==> src/design/scob_pkg.sv <==
package scob_pkg;

    // Largest byte value, used as the full-scale alpha.
    localparam logic [7:0] BYTE_MAX = 8'hFF;

    // Configuration register index width and register map.
    localparam int unsigned CFG_IDX_W = 3;

    typedef enum logic [CFG_IDX_W-1:0] {
        CFG_RED   = 3'd0,
        CFG_GREEN = 3'd1,
        CFG_BLUE  = 3'd2,
        CFG_ALPHA = 3'd3,
        CFG_MODE  = 3'd4
    } cfg_index_t;

    // Destination pixel formats.
    localparam logic [1:0] MODE_RGB24 = 2'd0;
    localparam logic [1:0] MODE_RGB32 = 2'd1;
    localparam logic [1:0] MODE_ARGB  = 2'd2;

    typedef struct packed {
        logic [7:0] dest_blue;
        logic [7:0] dest_green;
        logic [7:0] dest_red;
        logic [7:0] dest_alpha_in;
    } dest_pixel_t;

    typedef struct packed {
        logic [7:0] out_blue;
        logic [7:0] out_green;
        logic [7:0] out_red;
        logic [7:0] out_alpha;
    } result_pixel_t;

    typedef struct packed {
        logic [7:0] red;
        logic [7:0] green;
        logic [7:0] blue;
        logic [7:0] alpha;
        logic [1:0] mode;
    } fill_cfg_t;

    // How the back end finishes an item.
    typedef enum logic [2:0] {
        CLS_PASS          = 3'd0,  // pixel unchanged
        CLS_FILL_KEEP     = 3'd1,  // fill color, keep fourth byte
        CLS_FILL_OPAQUE   = 3'd2,  // fill color, alpha 255
        CLS_FILL_SRC      = 3'd3,  // fill color, alpha from fill
        CLS_MERGE_KEEP    = 3'd4,  // merged channels, keep fourth byte
        CLS_MERGE_OPAQUE  = 3'd5,  // merged channels, alpha 255
        CLS_BLEND         = 3'd6   // source-over onto an argb pixel
    } blend_class_t;

    typedef struct packed {
        blend_class_t cls;
        dest_pixel_t  pix;
    } work_item_t;

    // Exact x / 255 for x up to 255 * 255, by reciprocal with correction.
    function automatic logic [7:0] div255(input logic [15:0] x);
        logic [16:0] sum;
        begin
            sum = {1'b0, x} + {9'd0, x[15:8]} + 17'd1;
            div255 = sum[15:8];
        end
    endfunction

endpackage

==> src/design/solid_color_over_blend.sv <==
// Items pass the queue, product, divider, merge and result registers, at every rate.
// Throughput: one item per cycle; the back end is a fixed pipeline that never stalls.
// The 8-stage alpha-ratio divider sets the latency; the 2-entry queue keeps busy low.
// The receiver cannot stall, so results leave on a fixed schedule.
// Reset (rst_n low, asynchronous) empties the queue and pipeline and loads
// the fill color black, fill alpha 255 and the argb format.
module solid_color_over_blend (
    input  logic                           clk,
    input  logic                           rst_n,
    input  logic                           start,
    output logic                           busy,
    input  scob_pkg::dest_pixel_t          dest,
    output logic                           result_valid,
    output scob_pkg::result_pixel_t        result,
    input  logic                           cfg_valid,
    output logic                           cfg_ready,
    input  logic [scob_pkg::CFG_IDX_W-1:0] cfg_index,
    input  logic [7:0]                     cfg_data
);
    import scob_pkg::*;

    logic       push;
    work_item_t push_item;
    logic       queue_full;
    logic       pop_valid;
    work_item_t pop_item;
    fill_cfg_t  cfg;

    // Registers are always writable.
    assign cfg_ready = 1'b1;
    assign busy      = queue_full;

    // Front end: configuration and item classification.
    scob_front u_front (
        .clk        (clk),
        .rst_n      (rst_n),
        .start      (start),
        .queue_full (queue_full),
        .dest       (dest),
        .cfg_valid  (cfg_valid),
        .cfg_index  (cfg_index),
        .cfg_data   (cfg_data),
        .push       (push),
        .push_item  (push_item),
        .cfg        (cfg)
    );

    // Queue between the front and back ends.
    scob_queue u_queue (
        .clk       (clk),
        .rst_n     (rst_n),
        .push      (push),
        .push_item (push_item),
        .full      (queue_full),
        .pop_valid (pop_valid),
        .pop_item  (pop_item)
    );

    // Back end: blend arithmetic.
    scob_back u_back (
        .clk          (clk),
        .rst_n        (rst_n),
        .in_valid     (pop_valid),
        .in_item      (pop_item),
        .cfg          (cfg),
        .result_valid (result_valid),
        .result       (result)
    );

endmodule

==> src/design/scob_front.sv <==
module scob_front (
    input  logic                           clk,
    input  logic                           rst_n,
    input  logic                           start,
    input  logic                           queue_full,
    input  scob_pkg::dest_pixel_t          dest,
    input  logic                           cfg_valid,
    input  logic [scob_pkg::CFG_IDX_W-1:0] cfg_index,
    input  logic [7:0]                     cfg_data,
    output logic                           push,
    output scob_pkg::work_item_t           push_item,
    output scob_pkg::fill_cfg_t            cfg
);
    import scob_pkg::*;

    fill_cfg_t cfg_reg;

    // Configuration registers; indexes past the map are ignored.
    always_ff @(posedge clk or negedge rst_n)
    begin
        if (!rst_n)
        begin
            cfg_reg.red   <= 8'd0;
            cfg_reg.green <= 8'd0;
            cfg_reg.blue  <= 8'd0;
            cfg_reg.alpha <= BYTE_MAX;
            cfg_reg.mode  <= MODE_ARGB;
        end
        else if (cfg_valid)
        begin
            case (cfg_index_t'(cfg_index))
                CFG_RED:   cfg_reg.red   <= cfg_data;
                CFG_GREEN: cfg_reg.green <= cfg_data;
                CFG_BLUE:  cfg_reg.blue  <= cfg_data;
                CFG_ALPHA: cfg_reg.alpha <= cfg_data;
                CFG_MODE:  cfg_reg.mode  <= cfg_data[1:0];
                default:   ;
            endcase
        end
    end

    assign cfg = cfg_reg;

    // An item is taken whenever the queue has room.
    assign push = start && !queue_full;

    // Classify the item so that the back end only has to select.
    always_comb
    begin
        push_item.pix = dest;
        if (cfg_reg.alpha == 8'd0 || cfg_reg.mode > MODE_ARGB)
        begin
            push_item.cls = CLS_PASS;
        end
        else if (cfg_reg.alpha == BYTE_MAX)
        begin
            push_item.cls = (cfg_reg.mode == MODE_RGB24) ? CLS_FILL_KEEP : CLS_FILL_OPAQUE;
        end
        else if (cfg_reg.mode == MODE_ARGB)
        begin
            push_item.cls = (dest.dest_alpha_in == 8'd0) ? CLS_FILL_SRC : CLS_BLEND;
        end
        else
        begin
            push_item.cls = (cfg_reg.mode == MODE_RGB32) ? CLS_MERGE_OPAQUE : CLS_MERGE_KEEP;
        end
    end

endmodule

==> src/design/scob_queue.sv <==
module scob_queue (
    input  logic                 clk,
    input  logic                 rst_n,
    input  logic                 push,
    input  scob_pkg::work_item_t push_item,
    output logic                 full,
    output logic                 pop_valid,
    output scob_pkg::work_item_t pop_item
);
    import scob_pkg::*;

    work_item_t  entry_reg [2];
    logic        wr_ptr_reg;
    logic        rd_ptr_reg;
    logic [1:0]  count_reg;
    logic        pop;

    // The back end never stalls, so every waiting item leaves at once.
    assign pop       = (count_reg != 2'd0);
    assign pop_valid = pop;
    assign pop_item  = entry_reg[rd_ptr_reg];
    assign full      = (count_reg == 2'd2);

    // Entry storage.
    always_ff @(posedge clk)
    begin
        if (push)
        begin
            entry_reg[wr_ptr_reg] <= push_item;
        end
    end

    // Pointers and fill count.
    always_ff @(posedge clk or negedge rst_n)
    begin
        if (!rst_n)
        begin
            wr_ptr_reg <= 1'b0;
            rd_ptr_reg <= 1'b0;
            count_reg  <= 2'd0;
        end
        else
        begin
            if (push)
            begin
                wr_ptr_reg <= ~wr_ptr_reg;
            end
            if (pop)
            begin
                rd_ptr_reg <= ~rd_ptr_reg;
            end
            count_reg <= count_reg + {1'b0, push} - {1'b0, pop};
        end
    end

endmodule

==> src/design/scob_back.sv <==
module scob_back (
    input  logic                    clk,
    input  logic                    rst_n,
    input  logic                    in_valid,
    input  scob_pkg::work_item_t    in_item,
    input  scob_pkg::fill_cfg_t     cfg,
    output logic                    result_valid,
    output scob_pkg::result_pixel_t result
);
    import scob_pkg::*;

    localparam int unsigned DIV_STEPS = 8;

    typedef struct packed {
        blend_class_t cls;
        dest_pixel_t  pix;
        logic [7:0]   ra;
        logic [7:0]   divisor;
        logic [15:0]  rem;
        logic [7:0]   quot;
    } div_stage_t;

    typedef struct packed {
        blend_class_t cls;
        dest_pixel_t  pix;
        logic [15:0]  prod;
    } prod_stage_t;

    typedef struct packed {
        blend_class_t cls;
        dest_pixel_t  pix;
        logic [7:0]   ra;
        logic [15:0]  sum_b;
        logic [15:0]  sum_g;
        logic [15:0]  sum_r;
    } merge_stage_t;

    prod_stage_t   prod_reg;
    logic          prod_vld_reg;
    div_stage_t    div_reg [DIV_STEPS+1];
    logic          div_vld_reg [DIV_STEPS+1];
    merge_stage_t  merge_reg;
    logic          merge_vld_reg;
    result_pixel_t result_reg;
    logic          result_vld_reg;

    logic [7:0]    prod_q;
    logic [8:0]    ra_sum;
    logic [7:0]    ra_val;
    logic [7:0]    ratio;
    logic [7:0]    inv_ratio;
    logic [7:0]    blue_q;
    logic [7:0]    green_q;
    logic [7:0]    red_q;
    result_pixel_t result_next;
    div_stage_t    fin;

    // Valid bits of every stage; the pipeline advances each cycle.
    always_ff @(posedge clk or negedge rst_n)
    begin
        if (!rst_n)
        begin
            prod_vld_reg   <= 1'b0;
            merge_vld_reg  <= 1'b0;
            result_vld_reg <= 1'b0;
            for (int i = 0; i <= DIV_STEPS; i++)
            begin
                div_vld_reg[i] <= 1'b0;
            end
        end
        else
        begin
            prod_vld_reg   <= in_valid;
            div_vld_reg[0] <= prod_vld_reg;
            for (int i = 1; i <= DIV_STEPS; i++)
            begin
                div_vld_reg[i] <= div_vld_reg[i-1];
            end
            merge_vld_reg  <= div_vld_reg[DIV_STEPS];
            result_vld_reg <= merge_vld_reg;
        end
    end

    // Product of destination alpha and fill alpha.
    always_ff @(posedge clk)
    begin
        prod_reg.cls  <= in_item.cls;
        prod_reg.pix  <= in_item.pix;
        prod_reg.prod <= 16'(in_item.pix.dest_alpha_in * cfg.alpha);
    end

    // Result alpha b + s - b*s/255, which becomes the divisor of the ratio.
    assign prod_q = div255(prod_reg.prod);
    assign ra_sum = {1'b0, prod_reg.pix.dest_alpha_in} + {1'b0, cfg.alpha} - {1'b0, prod_q};
    assign ra_val = ra_sum[7:0];

    always_ff @(posedge clk)
    begin
        div_reg[0].cls     <= prod_reg.cls;
        div_reg[0].pix     <= prod_reg.pix;
        div_reg[0].ra      <= ra_val;
        div_reg[0].divisor <= (ra_val == 8'd0) ? 8'd1 : ra_val;
        div_reg[0].rem     <= {cfg.alpha, 8'd0} - {8'd0, cfg.alpha};
        div_reg[0].quot    <= 8'd0;
    end

    // Restoring division, one quotient bit per stage, most significant first.
    for (genvar g = 0; g < DIV_STEPS; g++)
    begin : g_div
        localparam int unsigned BIT = DIV_STEPS - 1 - g;
        logic [15:0] shifted;
        logic        take;
        div_stage_t  step_next;

        assign shifted = 16'(div_reg[g].divisor) << BIT;
        assign take    = (div_reg[g].rem >= shifted);

        always_comb
        begin
            step_next           = div_reg[g];
            step_next.rem       = take ? (div_reg[g].rem - shifted) : div_reg[g].rem;
            step_next.quot[BIT] = take;
        end

        always_ff @(posedge clk)
        begin
            div_reg[g+1] <= step_next;
        end
    end

    // Channel merge d*(255-a) + c*a with the ratio or the fill alpha.
    assign fin       = div_reg[DIV_STEPS];
    assign ratio     = (fin.cls == CLS_BLEND) ? fin.quot : cfg.alpha;
    assign inv_ratio = BYTE_MAX - ratio;

    always_ff @(posedge clk)
    begin
        merge_reg.cls   <= fin.cls;
        merge_reg.pix   <= fin.pix;
        merge_reg.ra    <= fin.ra;
        merge_reg.sum_b <= 16'(fin.pix.dest_blue * inv_ratio) + 16'(cfg.blue * ratio);
        merge_reg.sum_g <= 16'(fin.pix.dest_green * inv_ratio) + 16'(cfg.green * ratio);
        merge_reg.sum_r <= 16'(fin.pix.dest_red * inv_ratio) + 16'(cfg.red * ratio);
    end

    // Final scaling and selection by item class.
    assign blue_q  = div255(merge_reg.sum_b);
    assign green_q = div255(merge_reg.sum_g);
    assign red_q   = div255(merge_reg.sum_r);

    always_comb
    begin
        result_next.out_blue  = merge_reg.pix.dest_blue;
        result_next.out_green = merge_reg.pix.dest_green;
        result_next.out_red   = merge_reg.pix.dest_red;
        result_next.out_alpha = merge_reg.pix.dest_alpha_in;
        case (merge_reg.cls)
            CLS_PASS:
            begin
            end
            CLS_FILL_KEEP, CLS_FILL_OPAQUE, CLS_FILL_SRC:
            begin
                result_next.out_blue  = cfg.blue;
                result_next.out_green = cfg.green;
                result_next.out_red   = cfg.red;
                if (merge_reg.cls == CLS_FILL_OPAQUE)
                begin
                    result_next.out_alpha = BYTE_MAX;
                end
                else if (merge_reg.cls == CLS_FILL_SRC)
                begin
                    result_next.out_alpha = cfg.alpha;
                end
            end
            CLS_MERGE_KEEP, CLS_MERGE_OPAQUE, CLS_BLEND:
            begin
                result_next.out_blue  = blue_q;
                result_next.out_green = green_q;
                result_next.out_red   = red_q;
                if (merge_reg.cls == CLS_MERGE_OPAQUE)
                begin
                    result_next.out_alpha = BYTE_MAX;
                end
                else if (merge_reg.cls == CLS_BLEND)
                begin
                    result_next.out_alpha = merge_reg.ra;
                end
            end
            default:
            begin
            end
        endcase
    end

    always_ff @(posedge clk)
    begin
        result_reg <= result_next;
    end

    assign result_valid = result_vld_reg;
    assign result       = result_reg;

endmodule

==> config.mk <==
export PLATFORM = sky130hd
export DESIGN_NAME = solid_color_over_blend
export DESIGN_NICKNAME = d
export VERILOG_FILES = /design/src/design/scob_pkg.sv /design/src/design/solid_color_over_blend.sv /design/src/design/scob_front.sv /design/src/design/scob_queue.sv /design/src/design/scob_back.sv
export SDC_FILE = /design/constraint.sdc
export NUM_CORES = 2
export LEC_CHECK = 0
export BUFFER_PORTS_ARGS = -buffer_cell sky130_fd_sc_hd__buf_2
export CORE_ASPECT_RATIO = 0.8
export CORE_UTILIZATION = 57
export DETAILED_ROUTE_END_ITERATION = 8
export HOLD_SLACK_MARGIN = 0.12
export PLACE_DENSITY = 0.74
export REMOVE_ABC_BUFFERS = 1
export SYNTH_ARGS = -nofsm -noshare
export SYNTH_HDL_FRONTEND = slang
export SYNTH_SLANG_ARGS = --single-unit
==> constraint.sdc <==
create_clock -name clk -period 5.5 [get_ports clk]
set_input_delay 0.275 -clock clk [delete_from_list [all_inputs] [get_ports clk]]
set_output_delay 0.275 -clock clk [all_outputs]
set_load 0.01 [all_outputs]
After elaboration in Yosys (flattened, before gate mapping)

Memories as Yosys holds them, arrays and structs flattened.
Cells that the tools add are included.
W data, S select, Z words.

Add/sub/neg operators: 25
Multiply operators: 7
Magnitude comparators: 9
Equal/unequal tests: 15
Multiplexer cells: 23
Bitwise operators: 2
Reductions and logical operators: 16

Operator list:

| kind                    | count |
|---|---|
| $mux W16                | 8 |
| $mul A8 B8 Y16          | 7 |
| $add A16 B1 Y16 const B | 4 |
| $add A16 B8 Y16         | 4 |
| $pmux W32 S2            | 1 |
| $add A16 B16 Y16        | 3 |
| $mux W8                 | 6 |
| $sub A16 B8 Y16         | 2 |
| $logic_not A8 Y1        | 3 |
| $ge A16 B10 Y1          | 1 |
| $ge A16 B11 Y1          | 1 |
| $ge A16 B12 Y1          | 1 |
| $ge A16 B13 Y1          | 1 |
| $ge A16 B14 Y1          | 1 |
| $ge A16 B15 Y1          | 1 |
| $ge A16 B8 Y1           | 1 |
| $ge A16 B9 Y1           | 1 |
| $sub A16 B10 Y16        | 1 |
| $sub A16 B11 Y16        | 1 |
| $sub A16 B12 Y16        | 1 |
| $sub A16 B13 Y16        | 1 |
| $sub A16 B14 Y16        | 1 |
| $sub A16 B15 Y16        | 1 |
| $sub A16 B9 Y16         | 1 |
| 24 further kinds        | 44 |

Register bits: 224
Memory bits (writable): 745
Output and inout port bits: 35
Memories kept: 2

Memory list:

| name              | words | width | read ports | clocked after Yosys merged registers in | write ports | RTL line         | text |
|---|---|---|---|---|---|---|---|
| u_back.div_reg    | 9     | 75    | 9          | 0                                       | 9           | scob_back.sv:40  | `div_stage_t div_reg [DIV_STEPS+1];` |
| u_queue.entry_reg | 2     | 35    | 1          | 0                                       | 1           | scob_queue.sv:12 | `work_item_t entry_reg [2];` |

Longest topological paths before layout

An unclocked memory read counts as a cell.

Depth in word-level cells: 6
Gate-level depth with buffers: 24
Mapped depth without buffers: 22

Cells and area by module

Synthesis repeated with hierarchy kept, for this count alone.

Cell total of the unflattened synthesis: 3707
Area, all modules: 42065.3 um2

Modules (own cells, without submodules):

| module                 | instances | cells each | area each (um2) |
|---|---|---|---|
| scob_back              | 1         | 3454       | 37521.0 |
| scob_queue             | 1         | 123        | 2850.2 |
| scob_front             | 1         | 128        | 1682.9 |
| solid_color_over_blend | 1         | 2          | 11.3 |

Worst setup path after synthesis

No wires, ideal clock.

Kind: register -> register
Start point: memory u_back.div_reg[0][672] (netlist bit)
End point: register u_back.merge_reg[46] (netlist bit)
Library setup time: 0.072 ns
Arrival: 5.996 ns
Required time: 5.428 ns
Path slack: -0.568 ns
Cell stages (with the launch flop): 23
Clock period less this slack: 6.068 ns
Cell sequence: dfxtp_1 > nand3b_1 > buf_2 > mux2i_1 > clkbuf_1 > nand2_1 > fa_1 > fa_1 > inv_1 > fa_1 > fa_1 > fa_1 > inv_1 > fa_1 > inv_1 > ha_1 > nor3_1 > nor2_1 > a31oi_1 > nor2b_1 > o21a_1 > o41ai_1 > xnor2_1

RTL lines:

| item            | RTL line        | text |
|---|---|---|
| start, declared | scob_back.sv:40 |  |
| end, declared   | scob_back.sv:42 | `merge_stage_t merge_reg;` |

==> metrics <==
fmax 165 MHz; Crit. End Element flip-flop; worst hold path depth 4; total wire length 90000 um; Crit path depth 23; Avg Inst Size Synth 11.3 sq um; gr usage total 24.4%; Layout area overhead 17.5%; worst slew pin tran 1230 ps; Multi-input gate area 20800 sq um; Worst R2R Path Depth 23; CP cell instances nand3b_1 > buf_6 > buf_8 > mux2i_4 > buf_12 > nand2_1 > fa_1 > fa_1 > inv_1 > fa_1 > fa_1 > fa_1 > inv_1 > fa_1 > inv_2 > ha_4 > nor3_2 > nor2_1 > a31oi_2 > nor2b_1 > o21a_1 > o41ai_2 > xnor2_1; Initial Util 57.7%; RSZ-0062 raised after global routing true; TritonCTS Buffers 82; Crit Reg-Reg Endpoint u_back.merge_reg[46]; via count 26200; worst-path maximum fanout 8; element type at the critical path start flip-flop; DP Wirelength 63200 um; Clock Path Buffers 3; Synth async-reset ratio 5.50%; NumNets Final 4738; layout cells sized above 1 17.0%; vias in the first global route 27000; Cells after Synth 3687; Worst slew margin 18.1%; pin count of the biggest net entering global routing 51; Seq cells post-synth 909; CP max stage cell fa_1; Synth cell types 78; setup violators final 22; antenna violations before repair 1; critical path class reg -> reg; die span in y 244 um; Hold EP u_front.cfg[0]; worst-skew pair later-pin latency 650 ps; first-pass GRT wire length 143000 um; status complete, but fails checks; GRT overflow 0; period utilisation layout 110%; Worst Skew 39.8 ps; Tmin final 6070 ps; final hold vios 0; iteration count of the initial detailed-routing pass 5; synth cell count leaders 789 x dfxtp_1, 556 x inv_1, 338 x fa_1; GRT busiest layer met2; Reg clk slew, reported paths 70 ps; IO Pins 82; CTS tree built; mean routed wirelength per cell 17.8 um; failing checks setup timing; CTS H-tree lvls 3; Post-synth EDFFs 70; proportion of synthesized chip area in sequential cells 46.0%; worst r2r src u_back.div_reg[0][672]; RePlAce Congestion 0.879; leading area contributor after synthesis dfxtp_1; crit-path max cell delay 540 ps; Min-Delay Path Class in -> reg; Buffers on Ports 80; CP required 6000 ps; most used cell, CP fa_1; Synth top area share 37.9%; Core Box Area 72200 sq um; Final Max Slew Viols 0; register area 19200 sq um; Inst Count DP 4786; DRC Markers 0; most numerous cell in the Yosys netlist dfxtp_1; num rows 88; leading post-synthesis cells by cell area dfxtp_1 38%, fa_1 16%, ha_1 9.7%, edfxtp_1 5.0%, inv_1 5.0%; Worst EP arrival 6570 ps; Crit path buffers/inverters 6; FILL cells 5092; number of synthesis warnings 0; vias per cell 5.19; Chip Width 304 um; Mapped Area 41600 sq um; Max Cap Viol 0; die area 74200 sq um; ys flop type dfxtp_1; 1st-iter DRT viols 1694; grt met3 use 3.87%; min-delay src cfg_index[2]; reg2reg setup slack -570 ps; Largest register FFs 615; GRT met2 Usage 40.4%; Routed Antenna Nets 0; clock sink total 909; delay-heaviest family, CP adder cells; post-route setup slack -574 ps; grt met1 use 33.3%; Root Driver clkbuf_16; Finished Layout Cells 5042
## worst min-delay path: cells and delay by family
kind	cells	cell delay [ps]
mux	1	260
buf+inv	1	110
simple gates	2	170
## metal layers
metal | wire length (um) | vias up
li1 | - | 12400
met1 | 39800 | 12800
met2 | 42500 | 737
met3 | 5230 | 166
met4 | 2400 | 0
met5 | 0 | -
## stage by stage
step	setup slack (ps)	TNS, ps	area, sq um	hold WS, ps	utilization [%]
after floorplan	-1910	-46760	41300	-20.6	-
after global placement	-522	-6270	44200	309	61.2
after detailed placement	-688	-8150	44200	312	61.2
after CTS	-469	-5810	48000	185	66.5
after global routing	-826	-11360	48900	194	67.7
final	-574	-7250	48900	197	67.7
## cell type report
type	count	share of cell area [%]
antenna	1	0.00512
clock buffer	114	4.91
clock inverter	37	1.14
inverter	556	4.27
multi-input combinational	2136	42.5
sequential	909	39.2
tap	945	2.42
timing repair buffer	344	5.59
## cells in the final DEF, fill, tap and decap left out, drive strengths merged, types with 32 or more instances in the layout
master,instances
a21oi,88
and2,233
buf,302
clkbuf,114
dfrtp,41
dfxtp,789
dlygate4sd3,42
edfxtp,70
fa,338
ha,324
inv,570
mux2,87
nand2,241
nand3,32
nor2,112
nor2b,76
nor3,44
o21ai,105
xnor2,101
xor2,59
## how the worst max path moves through the flow
| stage | from | endpoint | slack, ps |
|---|---|---|---|
| global route | u_back.div_reg[0][672] | u_back.merge_reg[30] | -830 |
| floorplan | u_back.div_reg[0][672] | u_back.merge_reg[46] | -1910 |
| finish | u_back.div_reg[0][672] | u_back.merge_reg[46] | -570 |
| global placement | u_back.div_reg[0][672] | u_back.merge_reg[15] | -520 |
| detailed placement | u_back.div_reg[0][672] | u_back.merge_reg[15] | -690 |
| CTS | u_back.div_reg[0][672] | u_back.merge_reg[15] | -470 |
## logic make-up after synthesis
group                      share of synthesized area (%)
muxes                                               2.76
xor gates and xnor gates                            3.36
AOI/OAI and AO/OA                                   5.27
DFF                                                 46.0
buffers and inverters                               5.85
adders and majority gates                           26.0
other                                             0.0180
and+or+nand+nor                                     10.7
## what timing repair did
item | 4_1_cts | 5_1_grt
pin swaps | 38 | 127
buffers inserted | 24 | 44
endpoints found under the hold margin | 141 | 0
cloned | 1 | 0
endpoints found under the setup margin | 25 | 30
gates resized for setup | 56 | 161
hold buffers | 42 | 0
Power is not shown: default switching activity piles up to over one toggle a cycle in this logic, so the estimate is an artifact.
